### src/rtl/tlrq_pkg.sv
`default_nettype none
package tlrq_pkg;

    typedef enum logic [1:0] {
        ACT_ENQ   = 2'd0,
        ACT_DEQ   = 2'd1,
        ACT_REM   = 2'd2,
        ACT_QUERY = 2'd3
    } action_t;

    typedef enum logic [1:0] {
        ST_OK       = 2'd0,
        ST_FULL     = 2'd1,
        ST_EMPTY    = 2'd2,
        ST_NOTFOUND = 2'd3
    } status_t;

    typedef enum logic [1:0] {
        FSM_IDLE = 2'd0,
        FSM_SCAN = 2'd1,
        FSM_DONE = 2'd2
    } fsm_t;

    localparam logic [0:0] REG_MID_FLOOR = 1'b0;
    localparam logic [0:0] REG_TOP_FLOOR = 1'b1;
    localparam logic [7:0] MID_FLOOR_RST = 8'd50;
    localparam logic [7:0] TOP_FLOOR_RST = 8'd100;

    typedef struct packed {
        logic [1:0]  action;
        logic [15:0] task_id;
        logic [7:0]  task_priority;
        logic [15:0] burst_estimate;
        logic [15:0] elapsed_ticks;
    } cmd_t;

    typedef struct packed {
        logic [1:0]  status;
        logic [15:0] chosen_id;
        logic [1:0]  chosen_level;
        logic        preempt;
        logic        top_nonempty;
        logic        mid_nonempty;
    } result_t;

    // one table entry as carried along the scan
    typedef struct packed {
        logic        used;
        logic [15:0] id;
        logic [1:0]  level;
        logic [16:0] key;
        logic [31:0] arrival;
    } entry_t;

    // true when a is served before b (same level, both used)
    function automatic logic entry_ahead(entry_t a, entry_t b);
        logic        r;
        logic [31:0] d;
        begin
            d = a.arrival - b.arrival;
            r = d[31];
            if (a.level != 2'd3 && a.id != b.id)
                r = a.id < b.id;
            if (a.level == 2'd2 && a.key != b.key)
                r = $signed(a.key) > $signed(b.key);
            if (a.level == 2'd1 && a.key != b.key)
                r = $signed(a.key) < $signed(b.key);
            return r;
        end
    endfunction

endpackage
`default_nettype wire

### src/rtl/tlrq_cell.sv
`default_nettype none
// one slot of the circular table; in rotate mode passes its entry to the next cell
module tlrq_cell
    import tlrq_pkg::*;
(
    input  wire logic   clk,
    input  wire logic   rst_n,
    input  wire logic   shift,
    input  wire logic   load,
    input  wire entry_t load_val,
    input  wire entry_t prev_val,
    output entry_t      val
);
    logic   used_reg;
    entry_t data_reg;
    entry_t in_val;

    always_comb
    begin
        in_val = load ? load_val : prev_val;
    end

    always_ff @(posedge clk or negedge rst_n)
    begin
        if (!rst_n)
        begin
            used_reg <= 1'b0;
        end
        else if (shift)
        begin
            used_reg <= in_val.used;
        end
    end

    always_ff @(posedge clk)
    begin
        if (shift)
        begin
            data_reg <= in_val;
        end
    end

    always_comb
    begin
        val      = data_reg;
        val.used = used_reg;
    end
endmodule
`default_nettype wire

### src/rtl/three_level_ready_queue_scheduler.sv
`default_nettype none
// channel  | direction | handshake            | payload
// command  | in        | start & !busy        | cmd (cmd_t)
// result   | out       | done strobe, 1 cycle | result (result_t)
// config   | in        | cfg_valid & cfg_ready| cfg_index, cfg_data
// Each command rotates the cell ring twice, search then update, and then raises done;
// the next command is accepted once the block has returned to idle after done.
// The ring of cells shifts one place per cycle past a single compare unit.
// Reset clears all used flags and the arrival counter and restores the floors.
// The receiver cannot stall; done is high for exactly one cycle.
module three_level_ready_queue_scheduler
    import tlrq_pkg::*;
#(
    parameter int TABLE_DEPTH = 64
)
(
    input  wire logic    clk,
    input  wire logic    rst_n,
    input  wire logic    start,
    output logic         busy,
    input  wire cmd_t    cmd,
    output logic         done,
    output result_t      result,
    input  wire logic    cfg_valid,
    output logic         cfg_ready,
    input  wire logic    cfg_index,
    input  wire logic [7:0] cfg_data
);
    localparam int AW = $clog2(TABLE_DEPTH);
    localparam int CW = AW + 1;

    fsm_t state_reg, state_next;
    logic [CW-1:0] cnt_reg, cnt_next;
    cmd_t cmd_reg;
    logic [7:0] mid_floor_reg, top_floor_reg;
    logic [31:0] arr_reg;
    // pass results
    logic found_reg, found_next;
    entry_t best_reg, best_next;
    logic [AW-1:0] best_pos_reg, best_pos_next;
    logic free_reg, free_next;
    logic [AW-1:0] free_pos_reg, free_pos_next;
    logic top_ne_reg, top_ne_next, mid_ne_reg, mid_ne_next;
    logic [1:0] lvl_reg, lvl_next;

    entry_t cell_val [TABLE_DEPTH];
    entry_t head;
    logic   shift;
    logic   load;
    entry_t load_val;
    logic [1:0] cmd_lvl;
    logic [16:0] remain;
    logic cand;
    logic [1:0] hl;

    assign head   = cell_val[TABLE_DEPTH-1];
    assign remain = {1'b0, cmd_reg.burst_estimate} - {1'b0, cmd_reg.elapsed_ticks};
    assign cmd_lvl = (cmd_reg.task_priority >= top_floor_reg) ? 2'd1 :
                     (cmd_reg.task_priority >= mid_floor_reg) ? 2'd2 : 2'd3;

    genvar g;
    generate
        for (g = 0; g < TABLE_DEPTH; g++)
        begin : g_cell
            tlrq_cell u_cell (
                .clk      (clk),
                .rst_n    (rst_n),
                .shift    (shift),
                .load     (g == 0 ? load : 1'b0),
                .load_val (load_val),
                .prev_val (g == 0 ? head : cell_val[(g + TABLE_DEPTH - 1) % TABLE_DEPTH]),
                .val      (cell_val[g])
            );
        end
    endgenerate

    // ring position of head at scan step k is k; after a full rotation, all back in place
    always_comb
    begin
        state_next = state_reg;
        case (state_reg)
            FSM_IDLE: if (start) state_next = FSM_SCAN;
            FSM_SCAN: if (cnt_reg == CW'(2 * TABLE_DEPTH - 1)) state_next = FSM_DONE;
            FSM_DONE: state_next = FSM_IDLE;
            default:  state_next = FSM_IDLE;
        endcase
    end

    // pass 1 (cnt < DEPTH): search; pass 2: apply the change when head is at the target slot
    logic pass2;
    logic [AW-1:0] pos;
    assign pass2 = cnt_reg >= CW'(TABLE_DEPTH);
    assign pos   = pass2 ? AW'(cnt_reg - CW'(TABLE_DEPTH)) : AW'(cnt_reg);

    always_comb
    begin
        hl = 2'd0;
        case (cmd_reg.action)
            ACT_DEQ:   hl = 2'd0;
            ACT_REM:   hl = cmd_lvl;
            ACT_QUERY: hl = 2'd1;
            default:   hl = 2'd0;
        endcase
        cand = head.used && (cmd_reg.action == ACT_DEQ ? 1'b1 :
               (cmd_reg.action == ACT_ENQ ? 1'b0 :
               (head.level == hl && (cmd_reg.action != ACT_REM || head.id == cmd_reg.task_id))));
    end

    logic [1:0] pri_new, pri_old;
    always_comb
    begin
        pri_new = head.level;
        pri_old = lvl_reg;
    end

    always_comb
    begin
        cnt_next      = cnt_reg;
        found_next    = found_reg;
        best_next     = best_reg;
        best_pos_next = best_pos_reg;
        free_next     = free_reg;
        free_pos_next = free_pos_reg;
        top_ne_next   = top_ne_reg;
        mid_ne_next   = mid_ne_reg;
        lvl_next      = lvl_reg;
        shift         = 1'b0;
        load          = 1'b0;
        load_val      = head;
        if (state_reg == FSM_IDLE && start)
        begin
            cnt_next = '0;
            found_next = 1'b0;
            free_next = 1'b0;
            top_ne_next = 1'b0;
            mid_ne_next = 1'b0;
        end
        else if (state_reg == FSM_SCAN)
        begin
            shift = 1'b1;
            cnt_next = CW'(cnt_reg + 1'b1);
            if (!pass2)
            begin
                if (!head.used && !free_reg)
                begin
                    free_next = 1'b1;
                    free_pos_next = pos;
                end
                if (cand)
                begin
                    if (!found_reg || pri_new < pri_old ||
                        (pri_new == pri_old && entry_ahead(head, best_reg)))
                    begin
                        found_next = 1'b1;
                        best_next = head;
                        best_pos_next = pos;
                        lvl_next = pri_new;
                    end
                end
            end
            else
            begin
                load = 1'b1;
                load_val = head;
                if (cmd_reg.action == ACT_ENQ && free_reg && pos == free_pos_reg)
                begin
                    load_val.used = 1'b1;
                    load_val.id = cmd_reg.task_id;
                    load_val.level = cmd_lvl;
                    load_val.key = (cmd_lvl == 2'd1) ? remain : {9'd0, cmd_reg.task_priority};
                    load_val.arrival = arr_reg;
                end
                else if (cmd_reg.action inside {ACT_DEQ, ACT_REM} &&
                         found_reg && pos == best_pos_reg)
                begin
                    load_val.used = 1'b0;
                end
                if (load_val.used && load_val.level == 2'd1) top_ne_next = 1'b1;
                if (load_val.used && load_val.level == 2'd2) mid_ne_next = 1'b1;
            end
        end
    end

    always_comb
    begin
        busy = (state_reg != FSM_IDLE);
        done = (state_reg == FSM_DONE);
        cfg_ready = (state_reg == FSM_IDLE) && !start;
        result = '0;
        result.top_nonempty = top_ne_reg;
        result.mid_nonempty = mid_ne_reg;
        case (cmd_reg.action)
            ACT_ENQ: result.status = free_reg ? ST_OK : ST_FULL;
            ACT_DEQ:
            begin
                result.status = found_reg ? ST_OK : ST_EMPTY;
                if (found_reg)
                begin
                    result.chosen_id = best_reg.id;
                    result.chosen_level = best_reg.level;
                end
            end
            ACT_REM: result.status = found_reg ? ST_OK : ST_NOTFOUND;
            ACT_QUERY:
            begin
                result.status = ST_OK;
                result.preempt = found_reg && ($signed(best_reg.key) < $signed(remain) ||
                    (best_reg.key == remain && best_reg.id < cmd_reg.task_id));
            end
            default: result.status = ST_OK;
        endcase
    end

    always_ff @(posedge clk or negedge rst_n)
    begin
        if (!rst_n)
        begin
            state_reg     <= FSM_IDLE;
            cnt_reg       <= '0;
            mid_floor_reg <= MID_FLOOR_RST;
            top_floor_reg <= TOP_FLOOR_RST;
            arr_reg       <= '0;
            found_reg     <= 1'b0;
            free_reg      <= 1'b0;
            top_ne_reg    <= 1'b0;
            mid_ne_reg    <= 1'b0;
        end
        else
        begin
            state_reg  <= state_next;
            cnt_reg    <= cnt_next;
            found_reg  <= found_next;
            free_reg   <= free_next;
            top_ne_reg <= top_ne_next;
            mid_ne_reg <= mid_ne_next;
            if (cfg_valid && cfg_ready)
            begin
                if (cfg_index == REG_MID_FLOOR) mid_floor_reg <= cfg_data;
                else top_floor_reg <= cfg_data;
            end
            if (state_reg == FSM_DONE && cmd_reg.action == ACT_ENQ && free_reg)
                arr_reg <= arr_reg + 32'd1;
        end
    end

    always_ff @(posedge clk)
    begin
        if (state_reg == FSM_IDLE && start) cmd_reg <= cmd;
        best_reg     <= best_next;
        best_pos_reg <= best_pos_next;
        free_pos_reg <= free_pos_next;
        lvl_reg      <= lvl_next;
    end

    a_done_one: assert property (@(posedge clk) disable iff (!rst_n) done |=> !done)
        else $error("done held");
    a_busy_done: assert property (@(posedge clk) disable iff (!rst_n) done |-> busy)
        else $error("done while idle");
    a_no_cfg_busy: assert property (@(posedge clk) disable iff (!rst_n) busy |-> !cfg_ready)
        else $error("cfg while busy");
endmodule
`default_nettype wire
### config.mk
export PLATFORM = sky130hd
export DESIGN_NAME = three_level_ready_queue_scheduler
export DESIGN_NICKNAME = d
export VERILOG_FILES = /design/src/rtl/tlrq_pkg.sv /design/src/rtl/tlrq_cell.sv /design/src/rtl/three_level_ready_queue_scheduler.sv
export SDC_FILE = /design/constraint.sdc
export NUM_CORES = 2
export LEC_CHECK = 0
export BUFFER_PORTS_ARGS = -buffer_cell sky130_fd_sc_hd__buf_2
export CAP_MARGIN = 40
export CORE_ASPECT_RATIO = 0.5
export CORE_MARGIN = 3
export CORE_UTILIZATION = 45
export CTS_BUF_LIST = sky130_fd_sc_hd__clkbuf_8 sky130_fd_sc_hd__clkbuf_16
export CTS_CLUSTER_SIZE = 14
export DETAILED_ROUTE_END_ITERATION = 10
export PLACE_DENSITY = 0.71
export SLEW_MARGIN = 20
export SYNTH_ARGS = -nofsm -noshare
export SYNTH_HDL_FRONTEND = slang
export SYNTH_SLANG_ARGS = --single-unit
### constraint.sdc
create_clock -name clk -period 153.2 [get_ports clk]
set_clock_uncertainty 0.15 [all_clocks]
set_input_delay 30.64 -clock clk [delete_from_list [all_inputs] [get_ports clk]]
set_output_delay 30.64 -clock clk [all_outputs]
set_load 0.01 [all_outputs]
Word level (Yosys, flattened, before mapping)
Index checks and enable logic that the tools add are counted.

word-level totals
  register bits = 4550
  input bits = 71
  logic and storage cells = 490

cells by class
  add/subtract/negate cells = 5
  order comparisons = 9
  equal/unequal tests = 24
  muxes and demuxes = 61
  bitwise gates (word level) = 3
  reduce and logical (&&, ||, !) cells = 48

operators by type and width
  kind                     count
  $mux W68                 4
  $mux W67                 4
  $mux W1                  39
  $mux W18                 2
  $lt A17 B17 Y1           2
  $add A32 B1 Y32 const B  1
  $lt A16 B16 Y1           2
  $sub A32 B32 Y32         1
  $logic_and A1 B1 Y1      20
  $reduce_bool A2 Y1       9
  $eq A17 B17 Y1           1
  $gt A17 B17 Y1           1
  $mux W17                 1
  $ne A17 B17 Y1           1
  $sub A16 B16 Y17         1
  $eq A16 B16 Y1           1
  $ge A8 B8 Y1             2
  $ne A16 B16 Y1           1
  $mux W7                  2
  $eq A6 B6 Y1             2
  $eq A2 B1 Y1 const B     5
  $eq A2 B2 Y1 const B     5
  $mux W2                  5
  $reduce_and A3 Y1        3
  18 further kinds         35

Depth between registers and ports, before layout
  depth after elaboration = 20
  depth in mapped cells = 18

Cells and area by module
From an unflattened synthesis, not the netlist that was laid out.

unflattened totals
  cell total of the unflattened synthesis = 10517
  area total of the unflattened synthesis = 201978.7 µm²

modules (own cells, without submodules)
  module                             instances  cells each  area each (µm²)  seq. area each (µm²)
  tlrq_cell                          64         147         2967.8           2037.0
  three_level_ready_queue_scheduler  1          1109        12036.5          5647.9

Least setup slack after synthesis
Ideal clock, no wire load.

  path kind = register to register
  start = register state_reg[1]
  end = register g_cell[0].u_cell.data_reg (netlist bit g_cell[0].u_cell.val[0]), enable pin
  setup time = 6.341 ns
  arrival = 116.094 ns
  required time = 146.709 ns
  path slack = 30.615 ns
  stages on the path, launching flop included = 4
  buffers on the path = 1
  clock period less this slack = 122.585 ns
  cells stage by stage = dfrtp_1 -> nand2b_1 -> inv_2 -> clkbuf_1

on the way
  cells in the longest elaborated chain, start to end = 3

RTL lines
  element                                           RTL line                                                                            RTL
  start, declared                                   three_level_ready_queue_scheduler.sv:32                                             fsm_t state_reg, state_next;
  start signal, assigned                            three_level_ready_queue_scheduler.sv:230                                            state_reg <= state_next;
  $eq A2 B1 Y1 or $logic_not A2 Y1 (tied branches)  three_level_ready_queue_scheduler.sv:138, three_level_ready_queue_scheduler.sv:130
  $mux W1 or $logic_and A1 B1 Y1 (tied branches)    three_level_ready_queue_scheduler.sv:138, three_level_ready_queue_scheduler.sv:130
  $mux W1 (*)                                       three_level_ready_queue_scheduler.sv:130                                            if (state_reg == FSM_IDLE && start)
  net g_cell[0].u_cell.shift                        tlrq_cell.sv:8                                                                      input wire logic shift,
  end signal, assigned                              tlrq_cell.sv:39                                                                     data_reg <= in_val;
  end, declared                                     tlrq_cell.sv:15                                                                     entry_t data_reg;

The timed path passes the listed nets; every way through them passes the cells marked *.
A chain may end at the register's enable or synchronous reset.

Worst setup path after layout
  start = input port start
  end = output port cfg_ready

on the way
  cells in the longest elaborated chain, start to end = 2

RTL lines
  element              RTL line                                  RTL
  start, declared      three_level_ready_queue_scheduler.sv:19   input wire logic start,
  $logic_not A1 Y1     three_level_ready_queue_scheduler.sv:188  cfg_ready = (state_reg == FSM_IDLE) && !start;
  $logic_and A1 B1 Y1  three_level_ready_queue_scheduler.sv:188
  end, declared        three_level_ready_queue_scheduler.sv:25   output logic cfg_ready,

No other way between the ends.

==> metrics.csv <==
stage,metric,value,unit
worst_setup_path,cp-end-kind,output port,
timing,setup_violations,0,
place,dp_hpwl,99600,µm
floorplan,io_pins,97,
clocking,root_buffer,clkbuf_16,
outcome,status,"finished, final reports clean",
clocking,clock-sinks,4550,
worst_setup_path,cp_cell_sequence,buf_2 > nor2_1 > buf_2,
timing,maxSlewHeadroom,0.249,
worst_setup_path,critPathMostFrequentCell,buf_2,
synthesis,synth_area,0.143,mm²
floorplan,rows,145,
power,power,2320,µW
grt,gr-usage-met2,0.172,
synthesis,yosys-top-cells-area,"edfxtp_1, dfrtp_1, ha_1, nand2_1, xnor2_1",
clocking,cts_tree,done,
synthesis,synth.distinct_cells,70,
timing,hold_violations,0,
detailed_routing,wire_per_inst,18.8,µm
detailed_routing,drc,0,
clocking,clock_latency,0.88,ns
floorplan,initial_core_util,0.455,
detailed_routing,wirelength,199000,µm
floorplan,die_width,803,µm
floorplan,die_h,404,µm
clocking,clk_pin_slew_worst_paths,0.06,ns
synthesis,synth.avg_cell_area,25.0,µm²
grt,grt_pass1_vias,50000,
detailed_routing,viasPerCell,4.79,
worst_setup_path,start_kind,input port,
detailed_routing,antenna_left,0,
flow_run,cap_violations,0,
grt,busiest_layer,met1,
final_layout,seq_area,0.136,mm²
timing,whs,0.205,ns
clocking,cts_buffer_depth,4,
grt,grt_util_met3,0.0220,
final_layout,drive_above_1_share,0.103,
grt,grt_max_degree,205,
final_layout,largest_register_ffs,4288,
synthesis,synth_top_area_cell,edfxtp_1,
power,power.density,14.4,mW/mm²
place,placedInstanceArea,0.150,mm²
worst_setup_path,worstPathRequired,122.41,ns
final_layout,nFillCells,23600,
detailed_routing,drt_pass1_iterations,5,
power,peakVddDrop,0.00000922,V
grt,grt_antenna_before_repair,12,
worst_setup_path,slowest_delay,0.17,ns
place,dp.cells,10000,
final_layout,fin_area,0.161,mm²
final_layout,area_growth,12.5,%
synthesis,async_flop_share,0.0275,
place,port_buffers,96,
grt,gr-usage-met1,0.192,
detailed_routing,vias,50800,
synthesis,synth.ff_latch_count,4550,
clocking,ctsResizeCount,0,
synthesis,synth_warnings,0,
timing,slew_viol_final,0,
worst_setup_path,worstPathMaxFanout,3,
synthesis,yosysMostFrequentCell,edfxtp_1,
worst_setup_path,critPathKind,in2out,
synthesis,synth_edf_count,4425,
power,p_leak,0.0464,µW
timing,fin_crit_sh,0.404,
clocking,post_cts_buffers,0,
timing,fin_crit,61.87,ns
grt,grt_pass1_wl,304000,µm
floorplan,fp.coreArea,0.314,mm²
worst_setup_path,cp_slowest_cell,nor2_1,
final_layout,multi_input_area,0.00625,mm²
synthesis,synth_nets,5923,
worst_hold_path,hold_class,reg2reg,
synthesis,synth_top_area_frac,0.930,
synthesis,synthFlopType,edfxtp_1,
floorplan,die_area,0.325,mm²
synthesis,ys_top_cells_by_count,"edfxtp_1, nand2_1, ha_1",
place,gp_congestion,0.794,
final_layout,finalNonFillerCells,10600,
synthesis,synth-seq-area-share,0.952,
clocking,cts_buffers,381,
timing,fmax,16.2,MHz
timing,setup_tns,0,ns
detailed_routing,initialDrtViolationCount,4782,
clocking,ctsHoldBuffers,0,
clocking,htreeDepth,5,
grt,grt.total_usage,0.121,
timing,rsz0062_at_grt,no,
grt,grt-ovfl-total,0,
timing,tightest_slew,1.13,ns
synthesis,synthCells,5714,
final_layout,nNetsFinal,6459,
worst_setup_path,cp_data_arrival_time,31.08,ns
## critical path: cells and delay by family
kind / cells / cell delay (ns)
and+or+nand+nor: 1 / 0.17
buffers and inverters: 2 / 0.27
## layout make-up
| class | count | area share |
|---|---|---|
| antenna | 3 | 0.0000467 |
| clock buffer | 392 | 0.0604 |
| clock inverter | 143 | 0.00616 |
| inverter | 134 | 0.00318 |
| multi-input combinational | 990 | 0.0389 |
| sequential | 4550 | 0.846 |
| tap | 4189 | 0.0326 |
| timing repair buffer | 193 | 0.0128 |
## cells by family after synthesis
logic type | after synthesis | share of synthesized area
simple gates | 567 | 0.0171
xor+xnor | 77 | 0.00472
mux | 14 | 0.00107
flops | 4550 | 0.952
fa+ha+maj | 138 | 0.0121
compound gates | 194 | 0.00855
buf+inv | 174 | 0.00463
## layout by cell type, fill, tap and decap left out, types with 28 or more instances in the layout
| cell type | n |
|---|---|
| a21oi_1 | 44 |
| and3_1 | 28 |
| buf_16 | 35 |
| buf_2 | 96 |
| buf_4 | 50 |
| clkbuf_16 | 383 |
| dfrtp_1 | 119 |
| edfxtp_1 | 4425 |
| ha_1 | 137 |
| inv_1 | 214 |
| nand2_1 | 381 |
| nand3_1 | 35 |
| nor2_1 | 45 |
| o21ai_0 | 67 |
| xnor2_1 | 58 |
## per-stage QoR
step | setup WS, ns | util
final | 91.33 | 0.512
after global placement | 91.31 | 0.474
after CTS | 91.35 | 0.510
after floorplan | 30.61 | -
after global routing | 91.32 | 0.512
after detailed placement | 91.35 | 0.476
## power by group
group,internal [µW],switching [µW]
clock network,461,411
logic,13.4,47.8
registers,1380,4.48
## final timing paths
check | start | endpoint | slack (ns) | cells past startpoint
worst max register to register | state_reg[1]$_DFFE_PN0P_ | g_cell[43].u_cell.val[21]$_DFFE_PP_ | 147.23 | 13
worst max-delay path | start | cfg_ready | 91.33 | 3
worst min register to register | g_cell[56].u_cell.val[34]$_DFFE_PP_ | g_cell[57].u_cell.val[34]$_DFFE_PP_ | 0.21 | 0
max in group asynchronous | rst_n | mid_floor_reg[1]$_DFFE_PN1P_ | 122.33 | 4
worst min-delay path | g_cell[56].u_cell.val[34]$_DFFE_PP_ | g_cell[57].u_cell.val[34]$_DFFE_PP_ | 0.21 | 0
min in group asynchronous | rst_n | arr_reg[28]$_DFFE_PN0P_ | 29.46 | 1
## metal layers
| layer | vias up | wire, µm |
|---|---|---|
| li1 | 23400 | - |
| met1 | 26100 | 96700 |
| met2 | 948 | 87900 |
| met3 | 367 | 9260 |
| met4 | 0 | 5670 |
| met5 | - | 0 |
Power figures use the tool's default switching activity.
